==> src/rtl/b64d_pkg.sv <==
`default_nettype none

package b64d_pkg;

	// Result kind; a clear sticky error is held as ST_DATA (no error)
	typedef enum logic [2:0] {
		ST_DATA    = 3'd0,
		ST_OK      = 3'd1,
		ST_BADCHAR = 3'd2,
		ST_BADLEN  = 3'd3,
		ST_BADFMT  = 3'd4
	} status_t;

	localparam logic [15:0] PAD_UNIT = 16'h003D;
	localparam int unsigned MAX_RESULTS = 4;

	typedef struct packed {
		logic [15:0] code_unit;
		logic        has_char;
		logic        end_of_text;
	} item_t;

	// Results caused by one item, packed from entry 0 up
	typedef struct packed {
		logic [2:0]                   cnt;
		logic [MAX_RESULTS-1:0][7:0]  data;
		status_t [MAX_RESULTS-1:0]    st;
	} group_t;

	typedef struct packed {
		logic       ok;
		logic [5:0] val;
	} sextet_t;

	function automatic sextet_t sextet_of(input logic [15:0] c);
		sextet_t     r;
		logic [15:0] d;
		r = '{ok: 1'b0, val: 6'd0};
		d = 16'd0;
		if (c >= 16'h0041 && c <= 16'h005A) begin
			d = c - 16'h0041;
			r = '{ok: 1'b1, val: d[5:0]};
		end else if (c >= 16'h0061 && c <= 16'h007A) begin
			d = c - 16'h0061 + 16'd26;
			r = '{ok: 1'b1, val: d[5:0]};
		end else if (c >= 16'h0030 && c <= 16'h0039) begin
			d = c - 16'h0030 + 16'd52;
			r = '{ok: 1'b1, val: d[5:0]};
		end else if (c == 16'h002B) begin
			r = '{ok: 1'b1, val: 6'd62};
		end else if (c == 16'h002F) begin
			r = '{ok: 1'b1, val: 6'd63};
		end
		return r;
	endfunction

	function automatic logic is_space(input logic [15:0] c);
		return (c == 16'h0020) || (c >= 16'h0009 && c <= 16'h000D);
	endfunction

endpackage

`default_nettype wire

==> src/rtl/b64d_decode.sv <==
`default_nettype none

module b64d_decode
	import b64d_pkg::*;
(
	input  wire logic   clk,
	input  wire logic   arst_n,
	input  wire logic   fire,
	input  wire item_t  item,
	input  wire logic   allow_ws,
	output group_t      grp
);

	logic [2:0][5:0] buf_q, buf_n;
	logic [1:0]      phase_q, phase_n;
	logic [1:0]      pad_q, pad_n;
	logic            saw_q, saw_n;
	status_t         err_q, err_n;

	sextet_t    sx;
	logic       sym, pad;
	logic [5:0] v;
	status_t    fin_st;

	always_comb begin
		sx      = sextet_of(item.code_unit);
		pad     = (item.code_unit == PAD_UNIT);
		sym     = item.has_char && !is_space(item.code_unit);
		v       = pad ? 6'd0 : sx.val;
		buf_n   = buf_q;
		phase_n = phase_q;
		pad_n   = pad_q;
		saw_n   = saw_q | sym;
		err_n   = err_q;
		fin_st  = ST_OK;
		grp     = '0;

		if (sym && err_q == ST_DATA) begin
			if (!pad && !sx.ok) begin
				err_n = ST_BADCHAR;
			end else if (pad_q != 2'd0 && (!pad || phase_q == 2'd0)) begin
				err_n = ST_BADFMT;
			end else if (pad && phase_q < 2'd2) begin
				err_n = ST_BADFMT;
			end else begin
				if (pad) begin
					pad_n = pad_q + 2'd1;
				end
				if (phase_q < 2'd3) begin
					buf_n[phase_q] = v;
					phase_n        = phase_q + 2'd1;
				end else begin
					// complete quartet: emit one to three bytes
					grp.data[0] = {buf_q[0], buf_q[1][5:4]};
					grp.st[0]   = ST_DATA;
					grp.cnt     = 3'd1;
					if (pad_n < 2'd2) begin
						grp.data[1] = {buf_q[1][3:0], buf_q[2][5:2]};
						grp.st[1]   = ST_DATA;
						grp.cnt     = 3'd2;
					end
					if (pad_n == 2'd0) begin
						grp.data[2] = {buf_q[2][1:0], v};
						grp.st[2]   = ST_DATA;
						grp.cnt     = 3'd3;
					end
					phase_n = 2'd0;
				end
			end
		end

		if (item.end_of_text) begin
			if (err_n != ST_DATA) begin
				fin_st = err_n;
			end else if (phase_n != 2'd0) begin
				fin_st = ST_BADLEN;
			end else if (!saw_n) begin
				fin_st = allow_ws ? ST_OK : ST_BADLEN;
			end
			grp.data[grp.cnt[1:0]] = 8'd0;
			grp.st[grp.cnt[1:0]]   = fin_st;
			grp.cnt                = grp.cnt + 3'd1;
			// text closed: back to reset state
			buf_n   = '0;
			phase_n = 2'd0;
			pad_n   = 2'd0;
			saw_n   = 1'b0;
			err_n   = ST_DATA;
		end
	end

	always_ff @(posedge clk or negedge arst_n) begin
		if (!arst_n) begin
			buf_q   <= '0;
			phase_q <= 2'd0;
			pad_q   <= 2'd0;
			saw_q   <= 1'b0;
			err_q   <= ST_DATA;
		end else if (fire) begin
			buf_q   <= buf_n;
			phase_q <= phase_n;
			pad_q   <= pad_n;
			saw_q   <= saw_n;
			err_q   <= err_n;
		end
	end

endmodule

`default_nettype wire

==> src/rtl/b64d_emit.sv <==
`default_nettype none

module b64d_emit
	import b64d_pkg::*;
(
	input  wire logic        clk,
	input  wire logic        arst_n,
	input  wire logic        load,
	input  wire group_t      grp,
	output logic             can_load,
	output logic             tvalid,
	input  wire logic        tready,
	output logic [7:0]       tdata,
	output logic [2:0]       tuser,
	output logic             tlast
);

	logic [2:0]                  cnt_q;
	logic [1:0]                  rd_q;
	logic [MAX_RESULTS-1:0][7:0] data_q;
	status_t [MAX_RESULTS-1:0]   st_q;
	logic                        take;

	assign tvalid   = (cnt_q != 3'd0);
	assign tlast    = ({1'b0, rd_q} + 3'd1 == cnt_q);
	assign tdata    = data_q[rd_q];
	assign tuser    = st_q[rd_q];
	assign take     = tvalid && tready;
	assign can_load = !tvalid || (take && tlast);

	always_ff @(posedge clk or negedge arst_n) begin
		if (!arst_n) begin
			cnt_q <= 3'd0;
			rd_q  <= 2'd0;
		end else if (load) begin
			cnt_q <= grp.cnt;
			rd_q  <= 2'd0;
		end else if (take) begin
			if (tlast) begin
				cnt_q <= 3'd0;
				rd_q  <= 2'd0;
			end else begin
				rd_q <= rd_q + 2'd1;
			end
		end
	end

	always_ff @(posedge clk) begin
		if (load) begin
			data_q <= grp.data;
			st_q   <= grp.st;
		end
	end

endmodule

`default_nettype wire

==> src/rtl/base64_stream_decoder_core.sv <==
// Channel    | Dir | Handshake                     | Payload
// s_axis     | in  | s_axis_tvalid / s_axis_tready | tdata code_unit, tuser has_char,
//            |     |                               | tlast end_of_text
// m_axis     | out | m_axis_tvalid / m_axis_tready | tdata out_byte, tuser status,
//            |     |                               | tlast last_of_run
// cfg        | in  | cfg_valid / cfg_ready         | cfg_data allow_whitespace_only
//
// An item that causes at most one result does not hold up the input register, so such
// items stream at one per cycle while m_axis is ready. An item that causes n results
// (up to four) holds the result group register until all n are taken, one result per
// cycle on m_axis while it is ready; the input register stalls meanwhile.
// arst_n clears all control state and the decoder state; the register resets to 0.
// Back-pressure on m_axis propagates through the group register to s_axis_tready.
`default_nettype none

module base64_stream_decoder_core
	import b64d_pkg::*;
(
	input  wire logic        clk,
	input  wire logic        arst_n,
	input  wire logic        s_axis_tvalid,
	output logic             s_axis_tready,
	input  wire logic [15:0] s_axis_tdata,   // [15:0] code_unit
	input  wire logic [0:0]  s_axis_tuser,   // [0] has_char
	input  wire logic        s_axis_tlast,
	output logic             m_axis_tvalid,
	input  wire logic        m_axis_tready,
	output logic [7:0]       m_axis_tdata,   // [7:0] out_byte
	output logic [2:0]       m_axis_tuser,   // [2:0] status
	output logic             m_axis_tlast,
	input  wire logic        cfg_valid,
	output logic             cfg_ready,
	input  wire logic [0:0]  cfg_data        // [0] allow_whitespace_only
);

	logic   allow_ws_q;
	logic   v_s1;
	item_t  item_s1;
	logic   advance;
	logic   can_load;
	group_t grp;

	// configuration register: always ready
	assign cfg_ready = 1'b1;

	always_ff @(posedge clk or negedge arst_n) begin
		if (!arst_n) begin
			allow_ws_q <= 1'b0;
		end else if (cfg_valid) begin
			allow_ws_q <= cfg_data[0];
		end
	end

	// input register: advance its item into the decoder when the group register frees up
	assign advance       = v_s1 && can_load;
	assign s_axis_tready = !v_s1 || advance;

	always_ff @(posedge clk or negedge arst_n) begin
		if (!arst_n) begin
			v_s1 <= 1'b0;
		end else if (s_axis_tvalid && s_axis_tready) begin
			v_s1 <= 1'b1;
		end else if (advance) begin
			v_s1 <= 1'b0;
		end
	end

	always_ff @(posedge clk) begin
		if (s_axis_tvalid && s_axis_tready) begin
			item_s1 <= '{code_unit: s_axis_tdata, has_char: s_axis_tuser[0],
			            end_of_text: s_axis_tlast};
		end
	end

	// decode: quartet state and the group of results for the current item
	b64d_decode u_decode (
		.clk      (clk),
		.arst_n   (arst_n),
		.fire     (advance),
		.item     (item_s1),
		.allow_ws (allow_ws_q),
		.grp      (grp)
	);

	// result group register, drained one transaction per cycle while m_axis is ready
	b64d_emit u_emit (
		.clk      (clk),
		.arst_n   (arst_n),
		.load     (advance),
		.grp      (grp),
		.can_load (can_load),
		.tvalid   (m_axis_tvalid),
		.tready   (m_axis_tready),
		.tdata    (m_axis_tdata),
		.tuser    (m_axis_tuser),
		.tlast    (m_axis_tlast)
	);

	// a status result always closes its item's run
	a_status_last: assert property (@(posedge clk) disable iff (!arst_n)
		(m_axis_tvalid && m_axis_tuser != 3'(ST_DATA)) |-> m_axis_tlast)
		else $error("status result without tlast");

	// a decoded item with results shows them in the next cycle
	a_group_shown: assert property (@(posedge clk) disable iff (!arst_n)
		(advance && grp.cnt != 3'd0) |=> m_axis_tvalid)
		else $error("result group lost");

	// no group exceeds the result limit
	a_group_size: assert property (@(posedge clk) disable iff (!arst_n)
		advance |-> (grp.cnt <= 3'(MAX_RESULTS)))
		else $error("result group too large");

	// status code stays within the defined codes
	a_status_range: assert property (@(posedge clk) disable iff (!arst_n)
		m_axis_tvalid |-> (m_axis_tuser <= 3'(ST_BADFMT)))
		else $error("undefined status code");

endmodule

`default_nettype wire

==> config.mk <==
export PLATFORM = sky130hd
export DESIGN_NAME = base64_stream_decoder_core
export DESIGN_NICKNAME = d
export VERILOG_FILES = /design/src/rtl/b64d_pkg.sv /design/src/rtl/b64d_decode.sv /design/src/rtl/b64d_emit.sv /design/src/rtl/base64_stream_decoder_core.sv
export SDC_FILE = /design/constraint.sdc
export NUM_CORES = 1
export LEC_CHECK = 0
export ABC_AREA = 1
export BUFFER_PORTS_ARGS = -buffer_cell sky130_fd_sc_hd__buf_4
export CORE_UTILIZATION = 40
export DETAILED_ROUTE_END_ITERATION = 8
export GPL_TIMING_DRIVEN = 0
export HOLD_SLACK_MARGIN = 0.02
export MAX_ROUTING_LAYER = met4
export SLEW_MARGIN = 20
export SYNTH_ARGS = -nofsm -noshare
export SYNTH_HDL_FRONTEND = slang
export SYNTH_SLANG_ARGS = --single-unit
==> constraint.sdc <==
create_clock -name clk -period 7.77 [get_ports clk]
set_clock_uncertainty 0.2 [all_clocks]
set_input_delay 0.3885 -clock clk [delete_from_list [all_inputs] [get_ports clk]]
set_output_delay 0.3885 -clock clk [all_outputs]
set_load 0.005 [all_outputs]
# Word level (Yosys, flattened, before mapping)
# Cells that the tools add are included.
# op_classes
n_eq_ne,8
order_cmp,16
bitwise_logic,4
mux,73
n_addsub,10
reduce_logical,39
# ops
cell,count
24-bit two-way mux,5
18-bit two-way mux,6
16-bit by 6-bit equality test with 1-bit output (second input constant),4
3-bit two-way mux,19
47-bit two-way mux,1
2-bit two-way mux,22
7-bit two-way mux,5
24-bit by 32-bit bitwise AND with 32-bit output,1
16-bit by 7-bit >= comparator with 1-bit output (second input constant),2
16-bit by 7-bit <= comparator with 1-bit output (second input constant),2
8-bit two-way mux,4
32-bit NOT,1
18-bit bitwise mux,1
8-bit binary-select mux with 2-bit select,1
8-bit demux with 2-bit select,1
16-bit by 4-bit >= comparator with 1-bit output (second input constant),1
16-bit by 6-bit >= comparator with 1-bit output (second input constant),1
16-bit by 4-bit <= comparator with 1-bit output (second input constant),1
16-bit by 6-bit <= comparator with 1-bit output (second input constant),1
1-bit logical AND,15
2-bit nonzero test,7
12-bit bitwise AND,1
6-bit demux with 2-bit select,1
6-bit two-way mux,2
24 further kinds,45
# totals
out_inout_bits,15
elab_cells,172
input_bits,24
regBits,95

# Depth between registers and ports, before layout
# logic_depth
word_depth,26
depth_mapped,19
mapped_depth_nobuf,18

# Hierarchy
# From an unflattened synthesis, not the netlist that was laid out.
# hier_totals
hier_cells,558
area_unflattened_um2,5167.5
# by_module_without_submodules
module,area_each_um2,n_inst,seq_area_each_um2,cells_each
b64d_decode,2617.5,1,650.6,377
b64d_emit,1908.1,1,1446.4,149
base64_stream_decoder_core,641.9,1,590.6,32

# Least setup slack after synthesis
# OpenSTA, ideal clock, no wires.
# synth_timing
path_kind,reg-to-reg
startpoint,register item_s1[3] (netlist bit)
endpoint,register u_emit.data_q[0] (netlist bit) (data pin)
required_time_ps,7409
arrival_ps,2571
setup_ps,161
path_slack_ps,4838
path_stages_with_launch,17
synth_period_minus_slack_ps,2932
n_path_buf,1
path_cell_list,edfxtp_1 inv_1 ha_1 nand2_2 nor3_2 nand3_2 nand2_2 nand2_2 nor2_4 nand2_4 nor2_2 nand2_1 buf_2 ha_1 nand2_1 nand3_1 nor3b_1
# synth_lines
item,line_no,rtl
"start, declared",base64_stream_decoder_core.sv:38,item_t item_s1;
"start signal, assigned",base64_stream_decoder_core.sv:70,"item_s1 <= '{code_unit: s_axis_tdata, has_char: s_axis_tuser[0],"
"end signal, assigned",b64d_emit.sv:50,data_q <= grp.data;
"end, declared",b64d_emit.sv:20,logic [MAX_RESULTS-1:0][7:0] data_q;

==> summary.txt <==
Setup path
  • CP max stage cell: edfxtp_1
  • Setup CP Type: register to register
  • Critical Path RT: 7.69 ns
  • Worst-path maximum fanout: 11
  • Largest stage delay, worst path: 0.51 ns
  • Most used cell, CP: nand2_1
  • CP arrival: 3.79 ns
  • R2r setup slk: 3.90 ns
  • Worst flop-to-flop path endpoint: u_emit.data_q[4]$_DFFE_PP_
  • Worst r2r src: item_s1[2]$_DFFE_PP_
  • Kind of cell adding the most delay to the critical path: simple AND/OR/NAND/NOR gates
  • Reg2reg path depth: 18
  • Crit end category: register
  • Crit path launch type: register
  • CP Buf/Inv Count: 3
  • Crit-path cells: inv_1 -> ha_1 -> inv_1 -> nand2_1 -> nand3_1 -> nand2_1 -> nand3_2 -> nand2_1 -> nor2_2 -> nand3_4 -> nand2_4 -> nor2_2 -> nand2_1 -> buf_2 -> ha_1 -> nand2_1 -> nand3_1 -> nor3b_1

GRT
  • Maximum number of pins on one net before global-route repair: 37
  • Initial antenna violation count: 0
  • GR Overflow Total: 0
  • Global Route Usage Sum: 19.2%
  • Vias in the first global route: 3,826
  • First-pass GRT wire length: 18,200 µm

Clock network
  • Num CTS Buffers: 9
  • CTS HTree Levels: 3
  • Max Root-Sink Buffers: 2
  • Clk_lat worst skew: 0.35 ns
  • CTS sink cnt: 87
  • Root Driver: clkbuf_16
  • PostCTS Resize Cnt: 0
  • Clk slew on worst S/H paths: 0.07 ns
  • CTS tree: done

Synth
  • Post-synthesis sequential area ratio: 50.0%
  • Cells after Synth: 548
  • Warnings, synthesis: 0
  • Mapped cell area: 4890 µm²
  • Post-Syn Area per Cell: 8.93 µm²
  • Post-synthesis cell type count: 41
  • Post-Syn Nets: 591
  • #FFs+latches synth: 87

Power and ir drop
  • Leak Pwr: 0.00259 µW
  • Final total power: 1630 µW
  • Peak VDD IR: 0.000146 V
  • Pwr dens: 278 nW/µm²

Drt
  • Routed Antenna Nets: 0
  • WL/cell: 13.9 µm
  • Vias: 3,747
  • 1st-iter DRT viols: 199
  • 1st-pass router iterations: 4
  • Total Wirelength: 10,700 µm
  • Remaining DRCs: 0
  • DR vias/cell: 4.88

Timing
  • Slew Limit Fails: 0
  • Hold Fails Final Rpt: 0
  • Measured slew at the worst slew-check pin: 0.693 ns
  • TNS Setup: 0 ns
  • Setup violations, final: 0
  • Achievable frequency: 0.259 GHz
  • Final min period: 3.87 ns
  • Period utilization: 49.8%
  • Slew HR: 53.8%
  • Fin worst setup slack: 3.90 ns
  • Unrepaired setup endpoints after global routing: no

Placed design
  • Placer's final routability congestion estimate: 0.843
  • Cell Count Post-Placement: 733
  • Hpwl dp: 7890 µm
  • Pre-CTS WS: 3.91 ns
  • Port Buffers: 37

Die
  • Core Region: 12,000 µm²
  • Die height: 113 µm
  • IO Pins: 39
  • Die ar.: 12,700 µm²
  • Die span in x: 113 µm
  • Initial Util: 40.9%
  • Row count: 40

Hold path
  • Hold Crit Start: cfg_valid
  • Hold depth: 2
  • Hold path endpoint: allow_ws_q$_DFFE_PN0P_
  • Hold Crit Class: input port to register

Cells and area
  • Register area: 2450 µm²
  • Layout area overhead: 19.7%
  • Fin util: 49.0%
  • Proportion of layout cells with a drive suffix above 1: 18.2%
  • Multi-input logic area: 2170 µm²
  • Final #Nets: 659
  • Fillers: 1,130
  • N_diodes: 0
  • Finished Layout Cells: 768

Run status
  • Status: finished clean

Job
  • Maxcap violations: 0
## stage by stage
step                      hold WS, ns  area (µm²)
final                          0.0597        5860
after global routing           0.0748        5860
after CTS                      0.0517        5860
after detailed placement        0.166        5380
after global placement          0.162        5360
after floorplan                -0.107        4890
## placed cells by master, fill, tap and decap left out, types with 5 or more instances in the layout
master / count
edfxtp_1: 54
nand3_1: 33
buf_4: 40
nand2_4: 5
nand2_1: 140
o22ai_1: 5
nor3b_1: 8
inv_2: 12
dfrtp_1: 33
xor2_1: 8
dlygate4sd3_1: 19
o21ai_0: 37
nor2_2: 7
ha_1: 19
clkbuf_16: 9
clkbuf_1: 7
inv_1: 42
nor2_1: 76
nand2_2: 9
## flip-flops by register name, summed over array words and instances (netlist names)
register / flops
u_emit.data_q: 24
item_s1: 18
u_decode.buf_q: 18
u_emit.st_q: 12
u_decode.err_q: 3
u_emit.cnt_q: 3
u_decode.pad_q: 2
u_decode.phase_q: 2
u_emit.rd_q: 2
allow_ws_q: 1
u_decode.saw_q: 1
v_s1: 1
## synth_stat cells (all sizes together)
master / instances / area, µm²
clkinv: 2 / 7.51
buf: 5 / 38.8
clkbuf: 7 / 26.3
o21ai: 42 / 214
nor3: 5 / 46.3
a21boi: 1 / 7.51
o311ai: 1 / 8.76
xor2: 8 / 70.1
o211ai: 8 / 106
ha: 19 / 238
xnor2: 3 / 26.3
nor2: 88 / 394
a31oi: 2 / 12.5
o22ai: 5 / 31.3
conb: 1 / 3.75
nand4: 3 / 18.8
inv: 54 / 203
nand2: 154 / 638
nand3: 40 / 258
dfrtp: 33 / 826
nor3b: 8 / 60.1
edfxtp: 54 / 1620
a21oi: 4 / 31.3
o31ai: 1 / 7.51
## routing by layer
metal | GRT usage, % | vias to the layer above | wire length, µm
li1 | - | 1929 | -
met1 | 21.5 | 1734 | 4750
met2 | 33.1 | 74 | 5400
met3 | 5.02 | 10 | 378
met4 | 6.58 | 0 | 150
met5 | - | - | 0
## cells by family (layout without fill, tap and decap cells)
group                    count (synthesis)  in the layout  share of synthesized area, %
AND/OR/NAND/NOR                        298            298                          28.9
flip-flops                              87             87                          50.0
buffers and inverters                   68            141                          5.62
AO/OA/AOI/OAI                           64             64                          8.56
adder cells (fa/ha/maj)                 19             19                          4.86
XOR/XNOR                                11             11                          1.97
other                                    1              1                        0.0766
## power by group
group | internal, µW | leakage (µW) | total [µW] | switching, µW
clock network | 231 | 0.000146 | 418 | 187
registers | 637 | 0.000979 | 688 | 50.2
logic | 200 | 0.00146 | 523 | 323
## repair_timing
action                                 4_1_cts  5_1_grt
endpoints found under the hold margin       51        0
buffers inserted                             0        0
hold buffers                                19        0
## layout make-up
cell class                      instances  share of cell area, %
Sequential cell                        87                   41.8
Multi-Input combinational cell        393                   37.1
Timing Repair Buffer                   57                   8.33
Clock buffer                           10                   4.08
Inverter                               56                   3.59
Tap cell                              147                   3.14
Buffer                                 12                   1.11
Clock inverter                          6                  0.876
## how the worst max path moves through the flow
stage | from | end | slack [ns] | depth (start not counted)
after detailed placement | item_s1[2]$_DFFE_PP_ | u_emit.data_q[4]$_DFFE_PP_ | 3.91 | 18
after global routing | item_s1[2]$_DFFE_PP_ | u_emit.data_q[4]$_DFFE_PP_ | 3.57 | 18
after CTS | item_s1[2]$_DFFE_PP_ | u_emit.data_q[4]$_DFFE_PP_ | 3.89 | 18
after floorplan | item_s1[3]$_DFFE_PP_ | u_emit.data_q[0]$_DFFE_PP_ | 4.84 | 16
after global placement | item_s1[2]$_DFFE_PP_ | u_emit.data_q[4]$_DFFE_PP_ | 3.98 | 18
final | item_s1[2]$_DFFE_PP_ | u_emit.data_q[4]$_DFFE_PP_ | 3.90 | 18
(Power assumes the default switching activity.)
